<file path="config.mk">
export PLATFORM = sky130hd
export DESIGN_NAME = btmx_ctrl
export DESIGN_NICKNAME = d
export VERILOG_FILES = /design/src/rtl/core/btmx_pkg.sv /design/src/rtl/core/btmx_ctrl.sv
export SDC_FILE = /design/constraint.sdc
export NUM_CORES = 1
export LEC_CHECK = 0
export ABC_AREA = 1
export BUFFER_PORTS_ARGS = -buffer_cell sky130_fd_sc_hd__buf_2
export CAP_MARGIN = 20
export CORE_AREA = 2 2 39 41
export DETAILED_ROUTE_END_ITERATION = 12
export DIE_AREA = 0 0 41 43
export GPL_TIMING_DRIVEN = 0
export PLACE_DENSITY = 0.56
export SYNTH_ARGS = -nofsm -noshare
export SYNTH_HDL_FRONTEND = slang
export SYNTH_SLANG_ARGS = --single-unit
export TNS_END_PERCENT = 1
</file>
<file path="constraint.sdc">
create_clock -name clk -period 1.13 [get_ports clk]
set_input_delay 0.226 -clock clk [delete_from_list [all_inputs] [get_ports clk]]
set_output_delay 0.226 -clock clk [all_outputs]
set_load 0.005 [all_outputs]
</file>
<file path="src/rtl/core/btmx_pkg.sv">
`timescale 1ns / 1ps

package btmx_pkg;

    // Default sizes of the trie
    localparam int KEY_BITS_DEF  = 32;
    localparam int MAX_NODES_DEF = 4096;

    // Fixed width of the key and result ports
    localparam int KEY_PORT_W = 32;

    // Operation codes on the op input
    localparam logic OP_INSERT = 1'b0;
    localparam logic OP_QUERY  = 1'b1;

    // Controller states
    typedef enum logic [2:0] {
        ST_IDLE,
        ST_Q_WALK,
        ST_I_WALK,
        ST_I_CHECK,
        ST_I_ALLOC,
        ST_I_LEAF,
        ST_DONE
    } state_t;

    // Commands from the controller to the datapath
    typedef struct packed {
        logic load;
        logic q_step;
        logic i_walk;
        logic mark_full;
        logic alloc;
        logic leaf;
        logic finish;
    } cmd_t;

    // Status from the datapath to the controller
    typedef struct packed {
        logic hit;
        logic last;
        logic over;
        logic out_free;
    } status_t;

endpackage

</file>
<file path="src/rtl/core/btmx_ctrl.sv">
`timescale 1ns / 1ps

module btmx_ctrl (
    input  logic               clk,
    input  logic               rst_n,
    input  logic               in_valid,
    input  logic               op,
    input  btmx_pkg::status_t  status,
    output btmx_pkg::cmd_t     cmd,
    output logic               in_stall
);

    btmx_pkg::state_t state_reg;
    btmx_pkg::state_t state_next;

    // Advance the state
    always_ff @(posedge clk or negedge rst_n)
    begin
        if (!rst_n)
        begin
            state_reg <= btmx_pkg::ST_IDLE;
        end
        else
        begin
            state_reg <= state_next;
        end
    end

    // Next state
    always_comb
    begin
        state_next = state_reg;
        case (state_reg)
            btmx_pkg::ST_IDLE:
            begin
                if (in_valid)
                begin
                    if (op == btmx_pkg::OP_QUERY)
                    begin
                        state_next = btmx_pkg::ST_Q_WALK;
                    end
                    else
                    begin
                        state_next = btmx_pkg::ST_I_WALK;
                    end
                end
            end
            btmx_pkg::ST_Q_WALK:
            begin
                if (status.last)
                begin
                    state_next = btmx_pkg::ST_DONE;
                end
            end
            btmx_pkg::ST_I_WALK:
            begin
                if (!status.hit)
                begin
                    state_next = btmx_pkg::ST_I_CHECK;
                end
                else if (status.last)
                begin
                    state_next = btmx_pkg::ST_DONE;
                end
            end
            btmx_pkg::ST_I_CHECK:
            begin
                if (status.over)
                begin
                    state_next = btmx_pkg::ST_DONE;
                end
                else
                begin
                    state_next = btmx_pkg::ST_I_ALLOC;
                end
            end
            btmx_pkg::ST_I_ALLOC:
            begin
                if (status.last)
                begin
                    state_next = btmx_pkg::ST_I_LEAF;
                end
            end
            btmx_pkg::ST_I_LEAF:
            begin
                state_next = btmx_pkg::ST_DONE;
            end
            btmx_pkg::ST_DONE:
            begin
                if (status.out_free)
                begin
                    state_next = btmx_pkg::ST_IDLE;
                end
            end
            default:
            begin
                state_next = btmx_pkg::ST_IDLE;
            end
        endcase
    end

    // Commands for the datapath
    always_comb
    begin
        cmd      = '0;
        in_stall = 1'b1;
        case (state_reg)
            btmx_pkg::ST_IDLE:
            begin
                in_stall = 1'b0;
                cmd.load = in_valid;
            end
            btmx_pkg::ST_Q_WALK:
            begin
                cmd.q_step = 1'b1;
            end
            btmx_pkg::ST_I_WALK:
            begin
                cmd.i_walk = 1'b1;
            end
            btmx_pkg::ST_I_CHECK:
            begin
                cmd.mark_full = status.over;
            end
            btmx_pkg::ST_I_ALLOC:
            begin
                cmd.alloc = 1'b1;
            end
            btmx_pkg::ST_I_LEAF:
            begin
                cmd.leaf = 1'b1;
            end
            btmx_pkg::ST_DONE:
            begin
                cmd.finish = status.out_free;
            end
            default:
            begin
                cmd = '0;
            end
        endcase
    end

endmodule

</file>
## After elaboration in Yosys (flattened, before gate mapping)

Index checks and enable logic that the tools add are counted.

- Memories kept: 0
- Bits in read-only memories: 0
- Register bits: 3
- Bits in latches: 0
- Output and inout bits: 8
- Memory bits (writable): 0

- Bitwise logic cells: 0
- Div/mod/pow operators: 0
- Order comparisons: 0
- Multiply operators: 0
- Reduce and logical (&&, ||, !) cells: 2
- Muxes and demuxes: 16
- Add/subtract/negate cells: 0
- Equal/unequal tests: 9
- Shift operators: 0

Operators with widths:

| operator | count |
|---|---|
| case mux 3 bit (7 select lines) | 1 |
| 2-to-1 mux 3 bit | 5 |
| equality test 3 bit, second input constant | 3 |
| 2-to-1 mux 1 bit | 8 |
| equality test 3 x 2 -> 1 bit, second input constant | 2 |
| inequality test 2 bit, second input constant | 3 |
| 2-to-1 mux 2 bit | 2 |
| equality test 3 x 1 -> 1 bit, second input constant | 1 |
| zero test 3 bit | 1 |
| AND reduction 3 bit | 1 |

## Longest topological paths before layout

Gate-level depths: netlist of run 1.

- Word-level depth: 3
- Gate-level depth with buffers: 7
- Depth with buffers taken out: 7

## Least setup slack after synthesis of run 1

Ideal clock, no wire load.

- Path type: register -> register
- Start: reg state_reg[1]
- End: reg state_reg[1]
- Data required time: 1.012 ns
- Cell stages (with the launch flop): 7
- Data arrival time: 0.998 ns
- Path slack: 0.014 ns
- Cells stage by stage: dfrtp_1 nor2_2 nand3_1 nand2_1 nor2_4 nand2_1 nand2_1

- Longest elaborated chain between the ends: 3
- Elaborated cells between the ends (all ways): 14
- Classes of those cells: eq/ne: 9; mux: 3; reduce/logical: 2

RTL lines:

| what | line | text |
|---|---|---|
| from (decl) | btmx_ctrl.sv:13 | `btmx_pkg::state_t state_reg;` |
| from (signal assigned) | btmx_ctrl.sv:21 | `state_reg <= btmx_pkg::ST_IDLE;` |
| from (signal assigned) | btmx_ctrl.sv:25 | `state_reg <= state_next;` |
| equality test 3 bit, or another cell as far along | btmx_ctrl.sv:33 | `case (state_reg)` |
| inequality test 2 bit (no line) / 2-to-1 mux 3 bit (equally long branches) | n/a |  |
| AND reduction 3 bit (no line) / case mux 3 bit (7 select lines) (equally long branches) | n/a |  |

Parallel ways exist; a longest one is shown, timed or not.
A chain may end at the register's enable or synchronous reset.

==> run summary, run 1 <==
Status = finished, violations left
Failing checks = setup timing
Nets = 91
Initial antenna violation count = 0
Residual DRC = 0
Critical path type = flop to primary output
Hold Vio Cnt, Final = 0
CTS Sinks = 3
Leakage power total = 0.317 nW
R2R setup slack = -0.11 ns
Fin cells = 98
YS warnings = 0
1st-iter DRT viols = 14
HPWL Detailed = 590 um
XOR/XNOR Fraction of Synth Area = 0
Comb pwr share = 0.676
Place WS = -0.0821 ns
Area contributors post-synth = dfrtp_1 24%, nand2_1 20%, inv_1 11%
Worst EP required = 0.90 ns
Slowest CP cell = dfrtp_2
Vias in the first global route = 331
Clock network power share = 0.127
Worst vdd ir = 1.02 mV
Final core utilization = 0.382
Cell chain of the critical path = inv_4, nand2_1, nor3_1, buf_2
Root buffer cell = clkbuf_4
Highest cell delay on the worst timing path = 0.45 ns
Netlist cell types = 15
EDFF count, synth = 0
Total CTS buffers = 3
Largest family of logic cells by synthesized area = simple AND/OR/NAND/NOR gates
Post-DRT Antenna Nets = 0
Initial core utilization = 0.231
Worst Skew = 0.00265 ns
CTS clk-pin slew, worst paths = 0.04 ns
Largest delay share family, worst path = flip-flops
Antenna Cells = 0
Fin crit period = 1.33 ns
Final WL = 877 um
CTS tree = built
GP Congestion = 0.768
Worst R2R Start = state_reg[1]
Pin count of the biggest net entering global routing = 7
Detailed-route via count = 438
Slew margin rel. = 0.884
FF-to-FF End = state_reg[1]
Switching Fraction = 0.461
Most frequent cells in the layout = 15 x nand2_1, 15 x buf_2, 9 x inv_1
CP startpoint kind = flop
Clock latency on the worst-skew pair = 0.23 ns
Router iterations before antenna repair = 4
Synth area leader = dfrtp_1
Die Width = 41 um
Max-cap violation count = 0
Ratio of cells with drive above 1 in the final layout = 0.524
Post-synthesis compound-gate area fraction = 0.0549
Slew of the pin with the lowest slew margin = 0.173 ns
Max reg flops = 3
Final setup fails = 11
CP endpoint kind = primary output
Internal Power = 0.761 mW
WL/cell = 8.95 um
GRT overflow = 0
Post-synthesis mux area share = 0
Sw Pwr = 0.650 mW
DP Cell Count = 85
CP Launch Point = state_reg[2]
Wire length of the first global-routing pass = 1290 um
Crit path max fanout = 6
Top FF cell, synth = dfrtp_1
Register-to-Register Path Depth = 9
CP bufs+invs = 2
Layout area overhead = 65.9%
Clk buf depth = 2
Mean post-synth cell area = 5.91 um^2
Mapped cell area = 319 um^2
Final period utilization = 1.18
Die area = 1760 um^2
Async SR Flop Fraction = 1.00
I/O Pins = 16
CP Data Arrival Time = 1.10 ns
Pwr Density = 2670 nW/um^2
Die height = 43 um
Fmax achieved = 751 MHz
GRT Overall Usage = 0.106
Sequential Power Share = 0.197
Flops & latches, synth = 3
Slew Limit Fails = 0
Post-synth top area share = 0.235
PortBufs = 15
HP Class = input port to async pin
Via density = 4.47
Synth Instances = 54
Syn Nets = 62
Tot Pwr = 1.41 mW
RSZ-0062 raised after global routing = yes
Sequential-to-total area share from yosys stat = 0.235
Number of H-tree levels = 1
Final WS setup = -0.201 ns
Row count = 14
Post-synthesis adder-cell area fraction = 0
CORE AREA = 1380 um^2
Post-synthesis simple-gate area fraction = 0.569
[final cells by class]
cell class              count  area [um^2]
clock buffers               4         26.3
repair buffers             24          145
flip-flops and latches      3         78.8
fillers                   154          855
well taps                  16         20.0
inverters                  12         47.5
multi-input cells          39          211
[Yosys cell counts, types with 2 or more instances]
cell      n
nor2_1    4
nand2_1  17
nor2_2    4
nor3_1    2
dfrtp_1   3
nor2_4    2
inv_2     3
nand4_1   2
inv_1     9
nand3_1   3
[power by group through the flow]
stage | Combinational, mW | Sequential, mW | Clock, mW
after floorplan | 0.517 | 0.234 | 0
after global placement | 0.688 | 0.253 | 0
after detailed placement | 0.690 | 0.253 | 0
after CTS | 0.857 | 0.273 | 0.188
after global routing | 1.06 | 0.289 | 0.199
final | 0.954 | 0.277 | 0.180
[worst reg2reg max path, stage by stage, from the launching register on]
cell and delay [ns]:
dfrtp_2 0.45, nor2_4 0.17, buf_4 0.14, buf_4 0.10, nand3_1 0.06, nand2_1 0.07
inv_1 0.04, nand2_1 0.05, nand2_1 0.04, nand2_1 0.06
[stage by stage]
| step | hold slack (ns) | TNS [ns] | cell area, um^2 |
|---|---|---|---|
| 3_5_place_dp | 0.0232 | -0.408 | 414 |
| 3_3_place_gp | 0.0222 | -0.420 | 414 |
| 5_1_grt | 0.327 | -2.26 | 529 |
| 2_1_floorplan | -0.0696 | 0 | 319 |
| 4_1_cts | 0.322 | -1.51 | 502 |
| 6_report | 0.331 | -1.55 | 529 |
[worst max path at each step]
| stage | cells past startpoint | slack [ns] | end |
|---|---|---|---|
| floorplan | 6 | 0.01 | state_reg[1] |
| global placement | 6 | -0.09 | state_reg[1] |
| detailed placement | 6 | -0.08 | state_reg[1] |
| CTS | 4 | -0.21 | cmd[2] |
| global route | 4 | -0.26 | cmd[1] |
| finish | 4 | -0.20 | cmd[3] |
[routing by layer]
layer,share of wire,wire [um],global-route usage,up-vias
li1,-,-,-,221
met1,0.38,335,0.122,198
met2,0.55,486,0.175,17
met3,0.058,51,0.0314,2
met4,0.0034,3,0.0400,0
met5,0,0,0,-
[timing repair]
| action | CTS | global route |
|---|---|---|
| endpoints found under the hold margin | 3 | 0 |
| hold buffers | 1 | 0 |
| pin swaps | 3 | 3 |
| setup buffers | 5 | 3 |
| endpoints found under the setup margin | 11 | 11 |
| resized for setup | 6 | 2 |
[cells by family after synthesis]
kind of cell	after synthesis
AO/OA/AOI/OAI	3
buffers and inverters	12
flip-flops	3
AND/OR/NAND/NOR	36
Note: power is estimated with default switching activity, not from simulation.
==> run 2, diff against run 1 <==
- CTS_CLUSTER_DIAMETER: default -> 30
- SETUP_SLACK_MARGIN: default -> 0.4
==> run 2 against run 1 <==
Net effect: the flow still finishes with violations (setup timing); hold slack lost 0.011 ns; die area is the same; via count down 7.5%; critical path depth did not move; power is 10% lower; first-iteration DRC count shrank 71%; setup slack better by 0.0038 ns; clock-buffer cell count did not move; routed wire length is 12% lower; largest power group unchanged.
==> run summary, run 2 (same netlist as run 1, synthesis figures left out) <==
Status = finished, violations left
Failing checks = setup timing
Ratio of cells with drive above 1 in the final layout = 0.481
Worst Skew = 0.00206 ns
Layout area overhead = 54.1%
GP Congestion = 0.766
Filler Cell Count = 159
CTS Sinks = 3
Root buffer cell = clkbuf_4
Setup tns final = -1.51 ns
1st-iter DRT viols = 4
Clock latency on the worst-skew pair = 0.23 ns
Final core utilization = 0.355
Pin count of the biggest net entering global routing = 8
GRT Overall Usage = 0.0984
Antenna Cells = 0
Total CTS buffers = 3
Vias in the first global route = 326
Hold WS = 0.320 ns
Pwr Density = 2580 nW/um^2
Die area = 1760 um^2
Max reg flops = 3
Final WS setup = -0.197 ns
Slew Limit Fails = 0
GRT overflow = 0
Commonest non-fill, non-tap cell in the layout = nand2_1
CTS tree = built
Final setup fails = 11
Hold Vio Cnt, Final = 0
CP startpoint kind = flop
Place WS = -0.0417 ns
Final WL = 775 um
Initial antenna violation count = 0
Row count = 14
Fmax achieved = 754 MHz
Crit path max fanout = 6
DP Cell Count = 85
Nets = 86
Clk buf depth = 2
PortBufs = 15
HPWL Detailed = 613 um
HP Class = input port to async pin
Fin cells = 93
CTS clk-pin slew, worst paths = 0.04 ns
Placed instance area = 428 um^2
CP Data Arrival Time = 1.10 ns
Final Cell Area = 492 um^2
Die height = 43 um
Most frequent cells in the layout = 16 x nand2_1, 15 x buf_2, 9 x inv_1
Fin crit period = 1.33 ns
Critical path type = flop to primary output
Post-DRT Antenna Nets = 0
Slew of the pin with the lowest slew margin = 0.165 ns
CORE AREA = 1380 um^2
Slew margin rel. = 0.890
Worst EP required = 0.90 ns
Number of H-tree levels = 1
Detailed-route via count = 405
Die Width = 41 um
WL/cell = 8.33 um
Tot Pwr = 1.27 mW
Final period utilization = 1.17
Leakage power total = 0.293 nW
Initial core utilization = 0.231
Worst vdd ir = 1.06 mV
Residual DRC = 0
RSZ-0062 raised after global routing = yes
Via density = 4.35
Wire length of the first global-routing pass = 1210 um
I/O Pins = 16
Router iterations before antenna repair = 2
Register Area = 78.8 um^2
Max-cap violation count = 0
Multi-input combinational cell area = 211 um^2
CP endpoint kind = primary output
run 2: cell types whose count changed in the layout (fill, tap and decap cells not counted):
cell / before / now
buf_4: 8 / 3
nand2_1: 15 / 16
nand2_2: 3 / 2
nor2_1: 3 / 4
nor2_2: 4 / 3
nor3_1: 2 / 1
nor3_2: 0 / 1
run 2: final timing paths:
kind                               from           end  slack [ns]  cells after the start
max                        state_reg[0]        cmd[6]       -0.20                      4
min reg2reg                state_reg[1]  state_reg[0]        0.66                      3
min in group clk              status[0]  state_reg[1]        0.33                      4
min                               rst_n  state_reg[1]        0.32                      2
max in group asynchronous         rst_n  state_reg[2]        0.69                      2
max reg2reg                state_reg[0]  state_reg[2]       -0.07                      7
run 2: metal layers:
metal  global-route usage  vias up  part of all wire
li1                     -      211                 -
met1                0.109      185              0.40
met2                0.163        9              0.56
met3               0.0314        0             0.043
met4               0.0400        0                 0
met5                    0        -                 0
run 2: worst max-delay path: stages, from the launching register on:
cell and delay [ns]:
dfrtp_2 0.45, nor2_4 0.18, nand2_4 0.07, nor2_1 0.07
buf_2 0.11
run 2: power by group:
group | total, mW | internal, mW | switching (mW)
Clock | 0.185 | 0.132 | 0.0528
Sequential | 0.280 | 0.170 | 0.110
Combinational | 0.802 | 0.360 | 0.442
Total | 1.27 | 0.662 | 0.605
run 2: cell type report:
cell class / count / area share
Multi-Input combinational cell: 39 / 0.430
Timing Repair Buffer: 19 / 0.219
Sequential cell: 3 / 0.160
Inverter: 12 / 0.0967
Clock buffer: 4 / 0.0534
Tap cell: 16 / 0.0407
run 2: timing repair:
action | 4_1_cts | 5_1_grt
endpoints found under the setup margin | 11 | 11
pin swaps | 3 | 1
hold buffers | 1 | 0
resized for setup | 2 | 1
endpoints found under the hold margin | 3 | 0
buffers inserted | 2 | 1
==> run 3, diff against run 2 <==
- ABC_AREA: 1 -> default
- PLACE_DENSITY: 0.56 -> 0.53
==> run 3 against run 2 <==
Net effect: the run still ends with setup timing left; clock power rose by 4%; clock skew fell by 0.0011 ns; first-iteration DRC count decreased by 25%; sequential power fell by 31%; core utilization increased by 0.090 points; combinational power is 10% higher; sequential cell count stayed put; register-to-register slack worse by 0.21 ns; non-clock buffer count rose by 4; critical path type unchanged; critical endpoint unchanged; largest power group unchanged.
==> run summary, run 3 <==
Leakage power total = 0.239 nW
Ratio of cells with drive above 1 in the final layout = 0.533
Filler Cell Count = 162
Clock latency on the worst-skew pair = 0.23 ns
Initial core utilization = 0.207
Most numerous cell in the Yosys netlist = nor2_1
Final core utilization = 0.356
Top FF cell, synth = dfrtp_1
Final period utilization = 1.33
CP endpoint kind = primary output
Failing checks = setup timing
Initial antenna violation count = 0
Max-cap violation count = 0
Register Area = 75.1 um^2
FF-to-FF End = state_reg[0]
Detailed-route via count = 356
CP startpoint kind = flop
GRT overflow = 0
CP Data Arrival Time = 1.27 ns
Post-DRT Antenna Nets = 0
Cell chain of the critical path = buf_6, or3_4, nor2_2, buf_2
Router iterations before antenna repair = 4
Final WS setup = -0.370 ns
Mapped cell area = 287 um^2
Via density = 4.68
CTS clk-pin slew, worst paths = 0.04 ns
EDFF count, synth = 0
Crit path max fanout = 4
Async SR Flop Fraction = 1.00
Post-synth top area share = 0.262
Wire length of the first global-routing pass = 1360 um
Area contributors post-synth = dfrtp_1 26%, nor2_1 7.9%, a21oi_1 5.2%
Die Width = 41 um
Layout area overhead = 72.1%
Pwr Density = 2570 nW/um^2
Slew margin rel. = 0.858
CTS tree = built
Commonest non-fill, non-tap cell in the layout = buf_2
CTS Sinks = 3
Register-to-Register Path Depth = 4
HP Class = input port to async pin
Root buffer cell = clkbuf_4
Final WL = 818 um
Syn Nets = 45
Critical path type = flop to primary output
PortBufs = 15
Fin crit period = 1.50 ns
I/O Pins = 16
Sequential-to-total area share from yosys stat = 0.262
Synth area leader = dfrtp_1
WL/cell = 10.8 um
GRT Overall Usage = 0.123
Place WS = -0.312 ns
Worst R2R Start = state_reg[2]
Synth cell count leaders = 6 x nor2_1, 3 x a21oi_1, 3 x clkbuf_1, 3 x dfrtp_1
Row count = 14
Final setup fails = 9
R2R setup slack = -0.28 ns
Slew of the pin with the lowest slew margin = 0.210 ns
Number of H-tree levels = 1
Antenna Cells = 0
Clk buf depth = 2
Synth Instances = 37
Slew Limit Fails = 0
Nets = 69
1st-iter DRT viols = 3
Slowest CP cell = or3_4
Residual DRC = 0
RSZ-0062 raised after global routing = yes
Status = finished, violations left
Total CTS buffers = 3
Fmax achieved = 667 MHz
Highest cell delay on the worst timing path = 0.38 ns
GP Congestion = 0.709
Vias in the first global route = 299
YS warnings = 0
Worst Skew = 0.000985 ns
Worst EP required = 0.90 ns
Die height = 43 um
Most frequent cells in the layout = 17 x buf_2, 4 x nor2_1, 3 x a21oi_1, 3 x clkbuf_4, 3 x dfrtp_1
Mean post-synth cell area = 7.74 um^2
Flops & latches, synth = 3
Multi-input combinational cell area = 218 um^2
Max reg flops = 3
Worst vdd ir = 0.651 mV
Netlist cell types = 23
CORE AREA = 1380 um^2
Hold Vio Cnt, Final = 0
Die area = 1760 um^2
Pin count of the biggest net entering global routing = 11
==> run 3: cell count changes after synthesis, moves of 2 or more <==
cell and change:
clkbuf_1 +3, inv_2 -3, nand3_1 -3, nor2_1 +2
nand2b_1 +2, nor3_1 -2, a21oi_1 +2, o21ai_0 +2
nand2_1 -16, nor2_2 -4, nor2_4 -2, nor3b_1 +2
inv_1 -8, nand4_1 -2
==> run 3: power by group <==
part / internal [mW] / switching (mW)
clock: 0.133 / 0.0607
combinational: 0.468 / 0.413
sequential: 0.161 / 0.0311
==> run 3: worst max path at each step <==
stage                     cells past startpoint    startpoint      endpoint  slack (ns)
after floorplan                               4  state_reg[2]  state_reg[0]       -0.22
after global routing                          4  state_reg[2]        cmd[6]       -0.45
after global placement                        4  state_reg[2]  state_reg[0]       -0.30
after detailed placement                      4  state_reg[1]  state_reg[0]       -0.31
final                                         4  state_reg[2]        cmd[6]       -0.37
after CTS                                     4  state_reg[2]        cmd[6]       -0.40
==> run 3: kinds of logic (layout without fill, tap and decap cells) <==
logic type / count (synthesis) / count (layout) / share of synthesized area
buf+inv: 5 / 28 / 0.0917
simple gates: 17 / 17 / 0.341
mux: 1 / 1 / 0.0349
flops: 3 / 3 / 0.262
compound gates: 11 / 11 / 0.271
==> run 3: what timing repair did <==
| item | CTS | global route |
|---|---|---|
| pin swaps | 4 | 4 |
| hold buffers | 1 | 0 |
| setup endpoints to repair | 11 | 11 |
| setup buffers | 3 | 0 |
| gates resized for setup | 7 | 10 |
| endpoints found under the hold margin | 3 | 0 |
| cloned | 0 | 0 |
==> run 3: per-stage QoR <==
| stage | power, mW | area [um^2] | cells | hold WS (ns) | TNS, ns |
|---|---|---|---|---|---|
| floorplan | 0.637 | 287 | 37 | -0.0696 | -0.379 |
| global placement | 0.813 | 382 | 68 | 0.0228 | -1.60 |
| detailed placement | 0.821 | 382 | 68 | 0.0232 | -1.71 |
| CTS | 1.19 | 467 | 76 | 0.311 | -3.19 |
| global route | 1.40 | 493 | 76 | 0.322 | -3.38 |
| finish | 1.27 | 493 | 76 | 0.322 | -2.60 |
==> run 3: cell type report <==
cell class / instances / area share
multi-input combinational: 29 / 0.442
timing repair buffer: 19 / 0.234
sequential: 3 / 0.152
buffer: 4 / 0.0711
clock buffer: 4 / 0.0533
tap: 16 / 0.0406
inverter: 1 / 0.00761
==> run 3: layer usage <==
metal  up-vias  global-route usage  share of wire
li1        178                   -              -
met1       172               0.149           0.40
met2         6               0.163           0.58
met3         0              0.0471          0.022
met4         0               0.100              0
met5         -                   0              0
==> run 3: critical path: cells and delay by family, from the launching register on <==
kind | cells | cell delay (ns)
flip-flops | 1 | 0.36
AND/OR/NAND/NOR | 2 | 0.45
buffers and inverters | 2 | 0.22
